$ cat config.mk
export PLATFORM = sky130hd
export DESIGN_NAME = particle_sensor_frame_parser
export DESIGN_NICKNAME = d
export VERILOG_FILES = /design/src/design/psfp_pkg.sv /design/src/design/particle_sensor_frame_parser.sv /design/src/design/psfp_parse.sv /design/src/design/psfp_out.sv
export VERILOG_INCLUDE_DIRS = /design/src /design/src/design
export SDC_FILE = /design/constraint.sdc
export NUM_CORES = 1
export LEC_CHECK = 0
export BUFFER_PORTS_ARGS = -buffer_cell sky130_fd_sc_hd__buf_2
export CAP_MARGIN = 20
export CORE_MARGIN = 4
export CORE_UTILIZATION = 62
export CTS_BUF_LIST = sky130_fd_sc_hd__clkbuf_8
export DETAILED_ROUTE_END_ITERATION = 12
export PLACE_DENSITY = 0.89
export SYNTH_ARGS = -nofsm -noshare
export SYNTH_HDL_FRONTEND = slang
export SYNTH_SLANG_ARGS = --single-unit
$ cat constraint.sdc
create_clock -name clk -period 8.05 [get_ports clk]
set_input_delay 1.2075 -clock clk [delete_from_list [all_inputs] [get_ports clk]]
set_output_delay 1.2075 -clock clk [all_outputs]
set_load 0.1 [all_outputs]
$ cat src/design/particle_sensor_frame_parser_assert.svh
// Assertion macros shared by the parser modules.
`ifndef PARTICLE_SENSOR_FRAME_PARSER_ASSERT_SVH
`define PARTICLE_SENSOR_FRAME_PARSER_ASSERT_SVH

// Checked only while out of reset.
`define PSFP_ASSERT_RST(lbl, clk_sig, rstn_sig, prop, msg) \
    lbl: assert property (@(posedge clk_sig) disable iff (!rstn_sig) prop) else $error(msg);

// Checked on every edge, reset included.
`define PSFP_ASSERT_ALWAYS(lbl, clk_sig, prop, msg) \
    lbl: assert property (@(posedge clk_sig) prop) else $error(msg);

`endif

$ cat src/design/psfp_pkg.sv
package psfp_pkg;

    localparam int FRAME_BYTES      = 24;
    localparam int POS_W            = 5;
    localparam int FIRST_VALUE_BYTE = 4;
    localparam int VALUE_COUNT      = 6;
    localparam int SLOT_W           = 3;

    localparam logic [7:0] START_BYTE = 8'h42;

    localparam logic [POS_W-1:0] CHECK_HI_POS = POS_W'(FRAME_BYTES - 2);
    localparam logic [POS_W-1:0] LAST_POS     = POS_W'(FRAME_BYTES - 1);
    localparam logic [POS_W-1:0] VALUE_FIRST  = POS_W'(FIRST_VALUE_BYTE);
    localparam logic [POS_W-1:0] VALUE_END    = POS_W'(FIRST_VALUE_BYTE + 2 * VALUE_COUNT);

    typedef logic [15:0] word_t;

    typedef struct packed {
        logic                         status;
        logic [VALUE_COUNT-1:0][15:0] values;
    } result_t;

    // Handshake between the input register and the output register.
    typedef struct packed {
        logic load;
        logic free;
    } out_ctrl_t;

endpackage

$ cat src/design/particle_sensor_frame_parser.sv
// Channel | Signals                          | Direction
// --------+----------------------------------+----------------------
// in      | in_valid, in_stall, rx_byte      | one request per byte
// out     | out_valid, out_stall, status,    | one request per frame
//         | pm1/pm2_5/pm10 _std and _env     |
// Takes one byte every cycle while in_stall is low; the last byte of a frame passes
// through the input register, then the result register, to reach the outputs.
// rst_n returns the parser to hunting and clears the position, the sum and the held last good values to zero.
// in_stall rises only when the byte that closes a frame waits on a held
// result (out_valid high and out_stall high); other bytes never stall.

`include "particle_sensor_frame_parser_assert.svh"

module particle_sensor_frame_parser
    import psfp_pkg::*;
(
    input  logic        clk,
    input  logic        rst_n,
    input  logic        in_valid,
    output logic        in_stall,
    input  logic [7:0]  rx_byte,
    output logic        out_valid,
    input  logic        out_stall,
    output logic        status,
    output logic [15:0] pm1_std,
    output logic [15:0] pm2_5_std,
    output logic [15:0] pm10_std,
    output logic [15:0] pm1_env,
    output logic [15:0] pm2_5_env,
    output logic [15:0] pm10_env
);

    logic       in_valid_reg, in_valid_next;
    logic [7:0] in_byte_reg;
    logic       accept;
    logic       advance;
    logic       last;
    logic       free;
    out_ctrl_t  ctrl;
    result_t    result;
    result_t    result_out;

    assign advance   = in_valid_reg && (!last || free);
    assign in_stall  = in_valid_reg && !advance;
    assign accept    = in_valid && !in_stall;
    assign ctrl.load = advance && last;
    assign ctrl.free = free;

    always_comb
    begin
        in_valid_next = in_valid_reg;
        if (accept)
        begin
            in_valid_next = 1'b1;
        end
        else if (advance)
        begin
            in_valid_next = 1'b0;
        end
    end

    always_ff @(posedge clk or negedge rst_n)
    begin
        if (!rst_n)
        begin
            in_valid_reg <= 1'b0;
        end
        else
        begin
            in_valid_reg <= in_valid_next;
        end
    end

    always_ff @(posedge clk)
    begin
        if (accept)
        begin
            in_byte_reg <= rx_byte;
        end
    end

    psfp_parse u_parse (
        .clk    (clk),
        .rst_n  (rst_n),
        .step   (advance),
        .data   (in_byte_reg),
        .last   (last),
        .result (result)
    );

    psfp_out u_out (
        .clk        (clk),
        .rst_n      (rst_n),
        .ctrl_in    (ctrl),
        .free       (free),
        .result_in  (result),
        .out_stall  (out_stall),
        .out_valid  (out_valid),
        .result_out (result_out)
    );

    assign status    = result_out.status;
    assign pm1_std   = result_out.values[0];
    assign pm2_5_std = result_out.values[1];
    assign pm10_std  = result_out.values[2];
    assign pm1_env   = result_out.values[3];
    assign pm2_5_env = result_out.values[4];
    assign pm10_env  = result_out.values[5];

    `PSFP_ASSERT_RST(a_stall_cause, clk, rst_n,
        in_stall |-> out_valid && out_stall && last, "input stalled without a held result")
    `PSFP_ASSERT_RST(a_byte_moves, clk, rst_n,
        in_valid_reg && !last |-> advance, "mid-frame byte held back")

endmodule

$ cat src/design/psfp_parse.sv
`include "particle_sensor_frame_parser_assert.svh"

module psfp_parse
    import psfp_pkg::*;
(
    input  logic      clk,
    input  logic      rst_n,
    input  logic      step,
    input  logic [7:0] data,
    output logic      last,
    output result_t   result
);

    logic             in_frame_reg, in_frame_next;
    logic [POS_W-1:0] pos_reg, pos_next;
    word_t            sum_reg, sum_next;
    word_t            chk_reg, chk_next;
    word_t            words_reg [VALUE_COUNT];
    word_t            words_next [VALUE_COUNT];
    word_t            rep_reg [VALUE_COUNT];
    word_t            rep_next [VALUE_COUNT];

    logic [POS_W-1:0]  offs;
    logic [SLOT_W-1:0] slot;
    logic              in_values;
    word_t             check_word;
    logic              bad;

    assign last       = in_frame_reg && (pos_reg == LAST_POS);
    assign offs       = pos_reg - VALUE_FIRST;
    assign slot       = offs[SLOT_W:1];
    assign in_values  = (pos_reg >= VALUE_FIRST) && (pos_reg < VALUE_END);
    assign check_word = {chk_reg[15:8], data};
    assign bad        = (sum_reg != check_word);

    always_comb
    begin
        in_frame_next = in_frame_reg;
        pos_next      = pos_reg;
        sum_next      = sum_reg;
        chk_next      = chk_reg;
        words_next    = words_reg;
        rep_next      = rep_reg;
        if (step)
        begin
            if (!in_frame_reg)
            begin
                if (data == START_BYTE)
                begin
                    in_frame_next = 1'b1;
                    pos_next      = POS_W'(1);
                    sum_next      = {8'h00, START_BYTE};
                end
            end
            else
            begin
                if (pos_reg < CHECK_HI_POS)
                begin
                    sum_next = sum_reg + {8'h00, data};
                end
                if (in_values)
                begin
                    if (!offs[0])
                    begin
                        words_next[slot] = {data, 8'h00};
                    end
                    else
                    begin
                        words_next[slot] = {words_reg[slot][15:8], data};
                    end
                end
                if (pos_reg == CHECK_HI_POS)
                begin
                    chk_next = {data, 8'h00};
                end
                if (last)
                begin
                    in_frame_next = 1'b0;
                    pos_next      = '0;
                    sum_next      = '0;
                    if (!bad)
                    begin
                        rep_next = words_reg;
                    end
                end
                else
                begin
                    pos_next = pos_reg + POS_W'(1);
                end
            end
        end
    end

    always_comb
    begin
        result.status = bad;
        for (int k = 0; k < VALUE_COUNT; k++)
        begin
            result.values[k] = bad ? rep_reg[k] : words_reg[k];
        end
    end

    always_ff @(posedge clk or negedge rst_n)
    begin
        if (!rst_n)
        begin
            in_frame_reg <= 1'b0;
            pos_reg      <= '0;
            sum_reg      <= '0;
            for (int k = 0; k < VALUE_COUNT; k++)
            begin
                rep_reg[k] <= '0;
            end
        end
        else
        begin
            in_frame_reg <= in_frame_next;
            pos_reg      <= pos_next;
            sum_reg      <= sum_next;
            rep_reg      <= rep_next;
        end
    end

    always_ff @(posedge clk)
    begin
        chk_reg   <= chk_next;
        words_reg <= words_next;
    end

    `PSFP_ASSERT_RST(a_hunt_clear, clk, rst_n,
        !in_frame_reg |-> (pos_reg == '0) && (sum_reg == '0), "hunting with stale state")
    `PSFP_ASSERT_RST(a_pos_range, clk, rst_n,
        in_frame_reg |-> (pos_reg != '0) && (pos_reg <= LAST_POS), "frame position out of range")
    `PSFP_ASSERT_RST(a_start, clk, rst_n,
        step && !in_frame_reg && (data == START_BYTE) |=> in_frame_reg && (pos_reg == POS_W'(1)),
        "start byte did not open a frame")
    `PSFP_ASSERT_RST(a_end, clk, rst_n,
        step && last |=> !in_frame_reg, "frame did not close after last byte")

endmodule

$ cat src/design/psfp_out.sv
`include "particle_sensor_frame_parser_assert.svh"

module psfp_out
    import psfp_pkg::*;
(
    input  logic      clk,
    input  logic      rst_n,
    input  out_ctrl_t ctrl_in,
    output logic      free,
    input  result_t   result_in,
    input  logic      out_stall,
    output logic      out_valid,
    output result_t   result_out
);

    logic    valid_reg, valid_next;
    result_t data_reg;

    assign free       = !valid_reg || !out_stall;
    assign out_valid  = valid_reg;
    assign result_out = data_reg;

    always_comb
    begin
        valid_next = valid_reg;
        if (ctrl_in.load)
        begin
            valid_next = 1'b1;
        end
        else if (!out_stall)
        begin
            valid_next = 1'b0;
        end
    end

    always_ff @(posedge clk or negedge rst_n)
    begin
        if (!rst_n)
        begin
            valid_reg <= 1'b0;
        end
        else
        begin
            valid_reg <= valid_next;
        end
    end

    always_ff @(posedge clk)
    begin
        if (ctrl_in.load)
        begin
            data_reg <= result_in;
        end
    end

    `PSFP_ASSERT_RST(a_no_overwrite, clk, rst_n,
        !(ctrl_in.load && valid_reg && out_stall), "result overwritten while stalled")
    `PSFP_ASSERT_RST(a_load_shows, clk, rst_n,
        ctrl_in.load |=> valid_reg, "loaded result not presented")
    `PSFP_ASSERT_RST(a_free_match, clk, rst_n,
        ctrl_in.load |-> ctrl_in.free, "load without room")

endmodule
==> impl_metrics.csv, run 1 <==
group,metric,value,unit
yosys,synth_async_sr_flop_share,0.365,
yosys,synth_top_cell_by_area,"sky130_fd_sc_hd__edfxtp_1",
finish,mostFrequentLayoutCells,"209 x sky130_fd_sc_hd__edfxtp_1, 152 x sky130_fd_sc_hd__mux2_2, 120 x sky130_fd_sc_hd__dfrtp_1",
worst_hold_path,min_from,"u_parse.rep_reg[44]",
cts,cts_sinks,329,
cts,postCtsResizedCells,0,
yosys,yosys_warnings,0,
drt,first_pass_iters,5,
global_route,grt_antenna_before_repair,0,
power_and_ir_drop,peakVddDrop,0.000165,V
setup_path,cp-start-kind,"flip-flop",
placed_design,buffer_ports.inserted,110,
floorplanning,num_io_pins,111,
sta,max_freq,218,MHz
cts,clock-root-buffer,"sky130_fd_sc_hd__clkbuf_8",
power_and_ir_drop,power.density,243,mW/mm^2
drt,route.detailed.vias_per_inst,6.08,
yosys,post-synth-top-area-fraction,0.456,
yosys,synth_area_per_cell,15.4,um^2
yosys,synth_sequential_area_ratio,0.675,
cts,cts-htree-levels,2,
cts,tritoncts_clock_tree,"yes",
setup_path,worst_setup_path_end_kind,"flip-flop",
setup_path,critPathRequiredTime,8.49,ns
floorplanning,die_area,0.0246,mm^2
sta,unrepaired_setup_endpoints_after_global_routing,"false",
floorplanning,initial_core_utilization,0.630,
finish,multi_input_comb_area,0.00421,mm^2
setup_path,r2r_setup_slack,3.45,ns
finish,n_antenna_cell,0,
placed_design,numPlacedInstances,1253,
setup_path,cpLargestDelayFamily,"simple AND/OR/NAND/NOR gates",
floorplanning,floorplan.die.width,157,um
worst_hold_path,worst_hold_path_type,"flip-flop to flip-flop",
global_route,grt_start_max_net_pins,84,
floorplanning,floorplan.core_area,0.0218,mm^2
global_route,vias_in_the_first_global_route,8418,
sta,final_hold_viol_count,0,
sta,fin_skew,0.0347,ns
setup_path,path_class,"flip-flop to flip-flop",
finish,fill_cells,1315,
placed_design,placement.setup.worst_slack,3.44,ns
run_status,outcome,"complete, no violations",
finish,layout.cells.most_common,"sky130_fd_sc_hd__edfxtp_1",
sta,setup_ws,3.45,ns
sta,fin_crit_sh,0.571,
drt,route.final.wire_length,29.0,mm
sta,time_the_worst_path_needs_with_i_o_delays_and_setup,4.60,ns
setup_path,crit_path_start,"in_byte_reg[6]",
yosys,synthesis.area,0.0138,mm^2
setup_path,delay_contributed_by_the_slowest_stage_of_the_critical_path,0.89,ns
sta,max_slew_margin,0.246,
cts,hold_buffers,0,
finish,final_layout_size_suffix_gt1_frac,0.337,
finish,final-instance-count-excl-fill,1348,
setup_path,critical_path_peak_fanout,83,
yosys,synthTopCellsByArea,"sky130_fd_sc_hd__edfxtp_1 46%, sky130_fd_sc_hd__dfrtp_1 22%, sky130_fd_sc_hd__mux2_2 12%, sky130_fd_sc_hd__mux2_1 3.3%, sky130_fd_sc_hd__and3_1 2.2%",
yosys,synth_edf_count,209,
global_route,track_usage,0.239,
yosys,syn_nets,920,
yosys,synthCells,893,
flow_run,maxCapViolations,0,
drt,route.vias.total,8196,
cts,clk_transition_reported_paths,0.06,ns
global_route,overflow,0,
setup_path,crit_path_cell_trace,"ha_1 -> nor4_1 -> nand4_1 -> nor4_4 -> and2_4 -> buf_4 -> mux2_2",
sta,setup-tns-final,0,ns
cts,cts-buffers-inserted,50,
finish,flip_flop_count_of_the_largest_register_all_copies_and_words_added,97,
finish,fin_nets,1053,
setup_path,worst_ep_arrival_time,5.04,ns
floorplanning,fp-row-count,54,
yosys,ys_ff_latch,329,
finish,area.growth.synth_to_final,13.4,%
cts,cts_setup_buffers,0,
cts,worst_skew_pair.late_latency,0.57,ns
setup_path,regToRegStartpoint,"in_byte_reg[6]",
drt,remaining_antenna_violation_count_after_routing,0,
sta,setup_violations,0,
yosys,ys_dominant_reg_cell,"sky130_fd_sc_hd__edfxtp_1",
sta,final_max_slew_viol_count,0,
power_and_ir_drop,leakagePower,6.33,nW
drt,drcViolationCount,0,
setup_path,worstPathBufferInverterCount,1,
drt,detail_route.iter0.violations,662,
finish,area.sequential,0.00928,mm^2
sta,worst_pin_slew,1.13,ns
global_route,global_route_wire_length_before_repair,45.8,mm
yosys,synth.lib_cells_used.distinct,47,
cts,cts-root-to-sink-buffers,3,
sta,holdWs,0.485,ns
drt,routed_wire_length_per_instance,21.5,um
placed_design,hpwl,18.1,mm
floorplanning,dieHeight,157,um
placed_design,place.gp.congestion,0.925,
finish,finish.utilization,0.714,
setup_path,critical-path-slowest-cell,"sky130_fd_sc_hd__nor4_4",
[stage by stage]
| step | power (mW) | instance area [um^2] |
|---|---|---|
| floorplan | 2.31 | 13800 |
| global placement | 2.45 | 14600 |
| detailed placement | 2.47 | 14600 |
| CTS | 3.80 | 15600 |
| global route | 3.96 | 15600 |
| finish | 3.79 | 15600 |
[path summary, 6_finish.rpt]
path / end / cells after the start
setup / recovery: u_parse.rep_reg[35] / 7
hold / removal: u_parse.rep_reg[44] / 1
setup reg to reg: u_parse.rep_reg[35] / 7
hold reg to reg: u_parse.rep_reg[44] / 1
max in group asynchronous: u_parse.rep_reg[36] / 2
min in group asynchronous: u_parse.rep_reg[84] / 1
[power by group]
group	total, mW	leakage, nW	internal, mW	switching [mW]
Clock	1.33	0.580	0.707	0.624
Sequential	1.91	3.34	1.84	0.0654
Combinational	0.558	2.42	0.187	0.371
[layout make-up]
cell class / count / area share
Clock buffer: 63 / 0.0556
Clock inverter: 31 / 0.00875
Inverter: 17 / 0.00409
Multi-Input combinational cell: 502 / 0.270
Sequential cell: 329 / 0.595
Tap cell: 280 / 0.0225
Timing Repair Buffer: 126 / 0.0440
[cell usage after synthesis (9+ instances only)]
cell type,count
sky130_fd_sc_hd__mux2_1,40
sky130_fd_sc_hd__dfrtp_1,120
sky130_fd_sc_hd__ha_1,14
sky130_fd_sc_hd__and3_1,48
sky130_fd_sc_hd__buf_2,17
sky130_fd_sc_hd__mux2_2,152
sky130_fd_sc_hd__nor2_1,60
sky130_fd_sc_hd__o21ai_0,27
sky130_fd_sc_hd__clkbuf_1,23
sky130_fd_sc_hd__edfxtp_1,209
sky130_fd_sc_hd__a21oi_1,9
sky130_fd_sc_hd__inv_1,15
sky130_fd_sc_hd__nand2_1,28
[per-layer routing]
| metal | vias up | wire length [um] | global-route usage | part of all wire |
|---|---|---|---|---|
| met2 | 394 | 14400 | 0.396 | 0.50 |
| li1 | 3621 | - | - | - |
| met4 | 0 | 940 | 0.0868 | 0.032 |
| met1 | 4103 | 11300 | 0.322 | 0.39 |
| met3 | 78 | 2390 | 0.0437 | 0.082 |
| met5 | - | 0 | 0 | 0 |
[cell families (layout without fill, tap and decap cells)]
logic type	Yosys count	after routing	synth area share
buf+inv	62	237	0.0209
flops	329	329	0.675
fa+ha+maj	15	15	0.0142
xor+xnor	14	14	0.00892
compound gates	76	76	0.0358
simple gates	189	189	0.0693
mux	208	208	0.176
[worst register-to-register path: cells and delay by family, from the launching register on]
kind                       cells  cell delay, ns
and+or+nand+nor                4            1.85
DFF                            1            0.82
muxes                          1            0.52
adders and majority gates      1            0.43
buffers and inverters          1            0.86
Power figures use the tool's default switching activity.
==> inputs of run 2 (changes only) <==
--- a/config.mk
+++ b/config.mk
@@ -9,10 +9,10 @@
 export BUFFER_PORTS_ARGS = -buffer_cell sky130_fd_sc_hd__buf_2
 export CAP_MARGIN = 20
 export CORE_MARGIN = 4
-export CORE_UTILIZATION = 62
+export CORE_UTILIZATION = 56
 export CTS_BUF_LIST = sky130_fd_sc_hd__clkbuf_8
 export DETAILED_ROUTE_END_ITERATION = 12
-export PLACE_DENSITY = 0.89
+export PLACE_DENSITY = 0.85
 export SYNTH_ARGS = -nofsm -noshare
 export SYNTH_HDL_FRONTEND = slang
 export SYNTH_SLANG_ARGS = --single-unit
==> constraint.sdc (replaced) <==
create_clock -name clk -period 4.2 [get_ports clk]
set_input_delay 0.63 -clock clk [delete_from_list [all_inputs] [get_ports clk]]
set_output_delay 0.63 -clock clk [all_outputs]
set_load 0.1 [all_outputs]
==> run 2 against run 1 <==
  * Count of clock-buffer cells in the layout decreased by 8
  * Design area increased by 0.35%
  * Global-route usage decreased by 2.4 points
  * Routed wire length decreased by 1.0%
  * Total power increased by 89%
  * Die area increased by 10%
  * Combinational power increased by 90%
  * Final cell count increased by 3.5%
  * Clock power increased by 84%
  * Critical path depth decreased by 1
  * Critical path type is now flip-flop to output pin
  * Largest power group unchanged
  * Highest routed layer unchanged
==> impl_metrics.csv, run 2 (synthesis results as in run 1) <==
group,metric,value,unit
global_route,grt_antenna_before_repair,1,
global_route,global_route_wire_length_before_repair,45.1,mm
setup_path,critPathRequiredTime,3.57,ns
cts,cts-htree-levels,2,
finish,fin_nets,1057,
sta,setup_ws,0.634,ns
placed_design,placement.setup.worst_slack,1.05,ns
floorplanning,die_area,0.0271,mm^2
sta,time_the_worst_path_needs_with_i_o_delays_and_setup,3.57,ns
sta,final_max_slew_viol_count,0,
finish,fin_area,0.0156,mm^2
placed_design,buffer_ports.inserted,110,
drt,routed_wire_length_per_instance,20.6,um
placed_design,placed_area,0.0147,mm^2
global_route,vias_in_the_first_global_route,8235,
drt,drcViolationCount,0,
cts,hold_buffers,1,
global_route,overflow,0,
setup_path,worst_ep_arrival_time,2.94,ns
setup_path,cpLargestDelayFamily,"simple AND/OR/NAND/NOR gates",
global_route,track_usage,0.215,
sta,fin_skew,0.0181,ns
cts,tritoncts_clock_tree,"yes",
floorplanning,num_io_pins,111,
finish,multi_input_comb_area,0.00421,mm^2
placed_design,place.gp.congestion,0.882,
worst_hold_path,worst_hold_path_type,"input pin to flip-flop",
sta,setup-tns-final,0,ns
run_status,outcome,"complete, no violations",
sta,max_freq,280,MHz
sta,fin_crit_sh,0.849,
setup_path,worst_setup_path_end_kind,"output pin",
power_and_ir_drop,peakVddDrop,0.000261,V
cts,cts-root-to-sink-buffers,3,
setup_path,cp-start-kind,"flip-flop",
setup_path,critical-path-slowest-cell,"sky130_fd_sc_hd__dfrtp_1",
setup_path,worstPathBufferInverterCount,1,
drt,detail_route.iter0.violations,815,
drt,route.vias.total,8070,
sta,setup_violations,0,
drt,route.detailed.vias_per_inst,5.78,
power_and_ir_drop,power.density,458,mW/mm^2
finish,fill_cells,1688,
cts,clock-root-buffer,"sky130_fd_sc_hd__clkbuf_8",
finish,n_antenna_cell,0,
drt,first_pass_iters,5,
cts,clk_transition_reported_paths,0.06,ns
cts,worst_skew_pair.late_latency,0.57,ns
finish,layout.cells.most_common,"sky130_fd_sc_hd__edfxtp_1",
floorplanning,dieHeight,165,um
floorplanning,floorplan.core_area,0.0242,mm^2
setup_path,crit_path_cell_trace,"ha_1 -> and2_1 -> and3_1 -> nand2_1 -> nor2_1 -> buf_2",
sta,worst_pin_slew,0.973,ns
finish,finish.utilization,0.645,
cts,cts_sinks,329,
finish,final_layout_size_suffix_gt1_frac,0.331,
finish,area.sequential,0.00928,mm^2
placed_design,hpwl,17.7,mm
setup_path,delay_contributed_by_the_slowest_stage_of_the_critical_path,0.66,ns
power_and_ir_drop,leakagePower,6.32,nW
flow_run,maxCapViolations,0,
finish,mostFrequentLayoutCells,"209 x sky130_fd_sc_hd__edfxtp_1, 152 x sky130_fd_sc_hd__mux2_2, 120 x sky130_fd_sc_hd__dfrtp_1",
cts,cts_setup_buffers,0,
sta,unrepaired_setup_endpoints_after_global_routing,"false",
cts,postCtsResizedCells,0,
sta,max_slew_margin,0.349,
floorplanning,initial_core_utilization,0.567,
floorplanning,fp-row-count,57,
setup_path,critical_path_peak_fanout,13,
cts,cts-buffers-inserted,51,
floorplanning,floorplan.die.width,165,um
global_route,grt_start_max_net_pins,102,
finish,area.growth.synth_to_final,13.8,%
setup_path,path_class,"flip-flop to output pin",
drt,remaining_antenna_violation_count_after_routing,0,
sta,final_hold_viol_count,0,
finish,flip_flop_count_of_the_largest_register_all_copies_and_words_added,97,
sta,holdWs,0.249,ns
drt,route.final.wire_length,28.7,mm
[run 2: worst reg2reg max path, stage by stage (launching register included)]
cell,delay [ns]
sky130_fd_sc_hd__dfrtp_1,0.50
sky130_fd_sc_hd__inv_1,0.10
sky130_fd_sc_hd__ha_1,0.29
sky130_fd_sc_hd__nor2b_1,0.51
sky130_fd_sc_hd__a211oi_1,0.15
sky130_fd_sc_hd__or3_1,0.47
sky130_fd_sc_hd__nor2_1,0.55
sky130_fd_sc_hd__buf_4,0.33
[run 2: cell type report]
type | instances | share of cell area
Multi-Input combinational cell | 502 | 0.269
Clock inverter | 39 | 0.0117
Sequential cell | 329 | 0.593
Timing Repair Buffer | 129 | 0.0478
Clock buffer | 55 | 0.0484
Inverter | 17 | 0.00408
Tap cell | 324 | 0.0259
[run 2: where the power goes]
group,leakage [nW],switching (mW),internal (mW)
clock network,0.543,1.19,1.27
registers,3.34,0.123,3.53
logic,2.44,0.698,0.364
[run 2: path summary, 6_finish.rpt]
path | start | to | cells after the start | slack, ns
max | u_parse.pos_reg[1] | in_stall | 6 | 0.63
max reg2reg | u_parse.pos_reg[3] | u_parse.words_reg[80] | 7 | 0.98
min reg2reg | u_parse.rep_reg[8] | u_parse.rep_reg[8] | 1 | 0.48
max in group asynchronous | rst_n | u_parse.rep_reg[38] | 3 | 2.84
min in group asynchronous | rst_n | u_parse.rep_reg[83] | 2 | 0.51
min | rx_byte[1] | in_byte_reg[1] | 1 | 0.25
[run 2: metal layers]
layer / track usage / up-vias / share of wire
met3: 0.0447 / 55 / 0.072
met5: 0 / - / 0
met1: 0.288 / 4039 / 0.41
li1: - / 3628 / -
met2: 0.357 / 348 / 0.50
met4: 0.0639 / 0 / 0.021
[run 2: per-stage QoR]
| step | total power, mW | instances |
|---|---|---|
| after global placement | 4.71 | 1300 |
| after floorplan | 4.44 | 893 |
| after global routing | 7.49 | 1395 |
| after detailed placement | 4.75 | 1300 |
| after CTS | 7.19 | 1395 |
| final | 7.17 | 1395 |
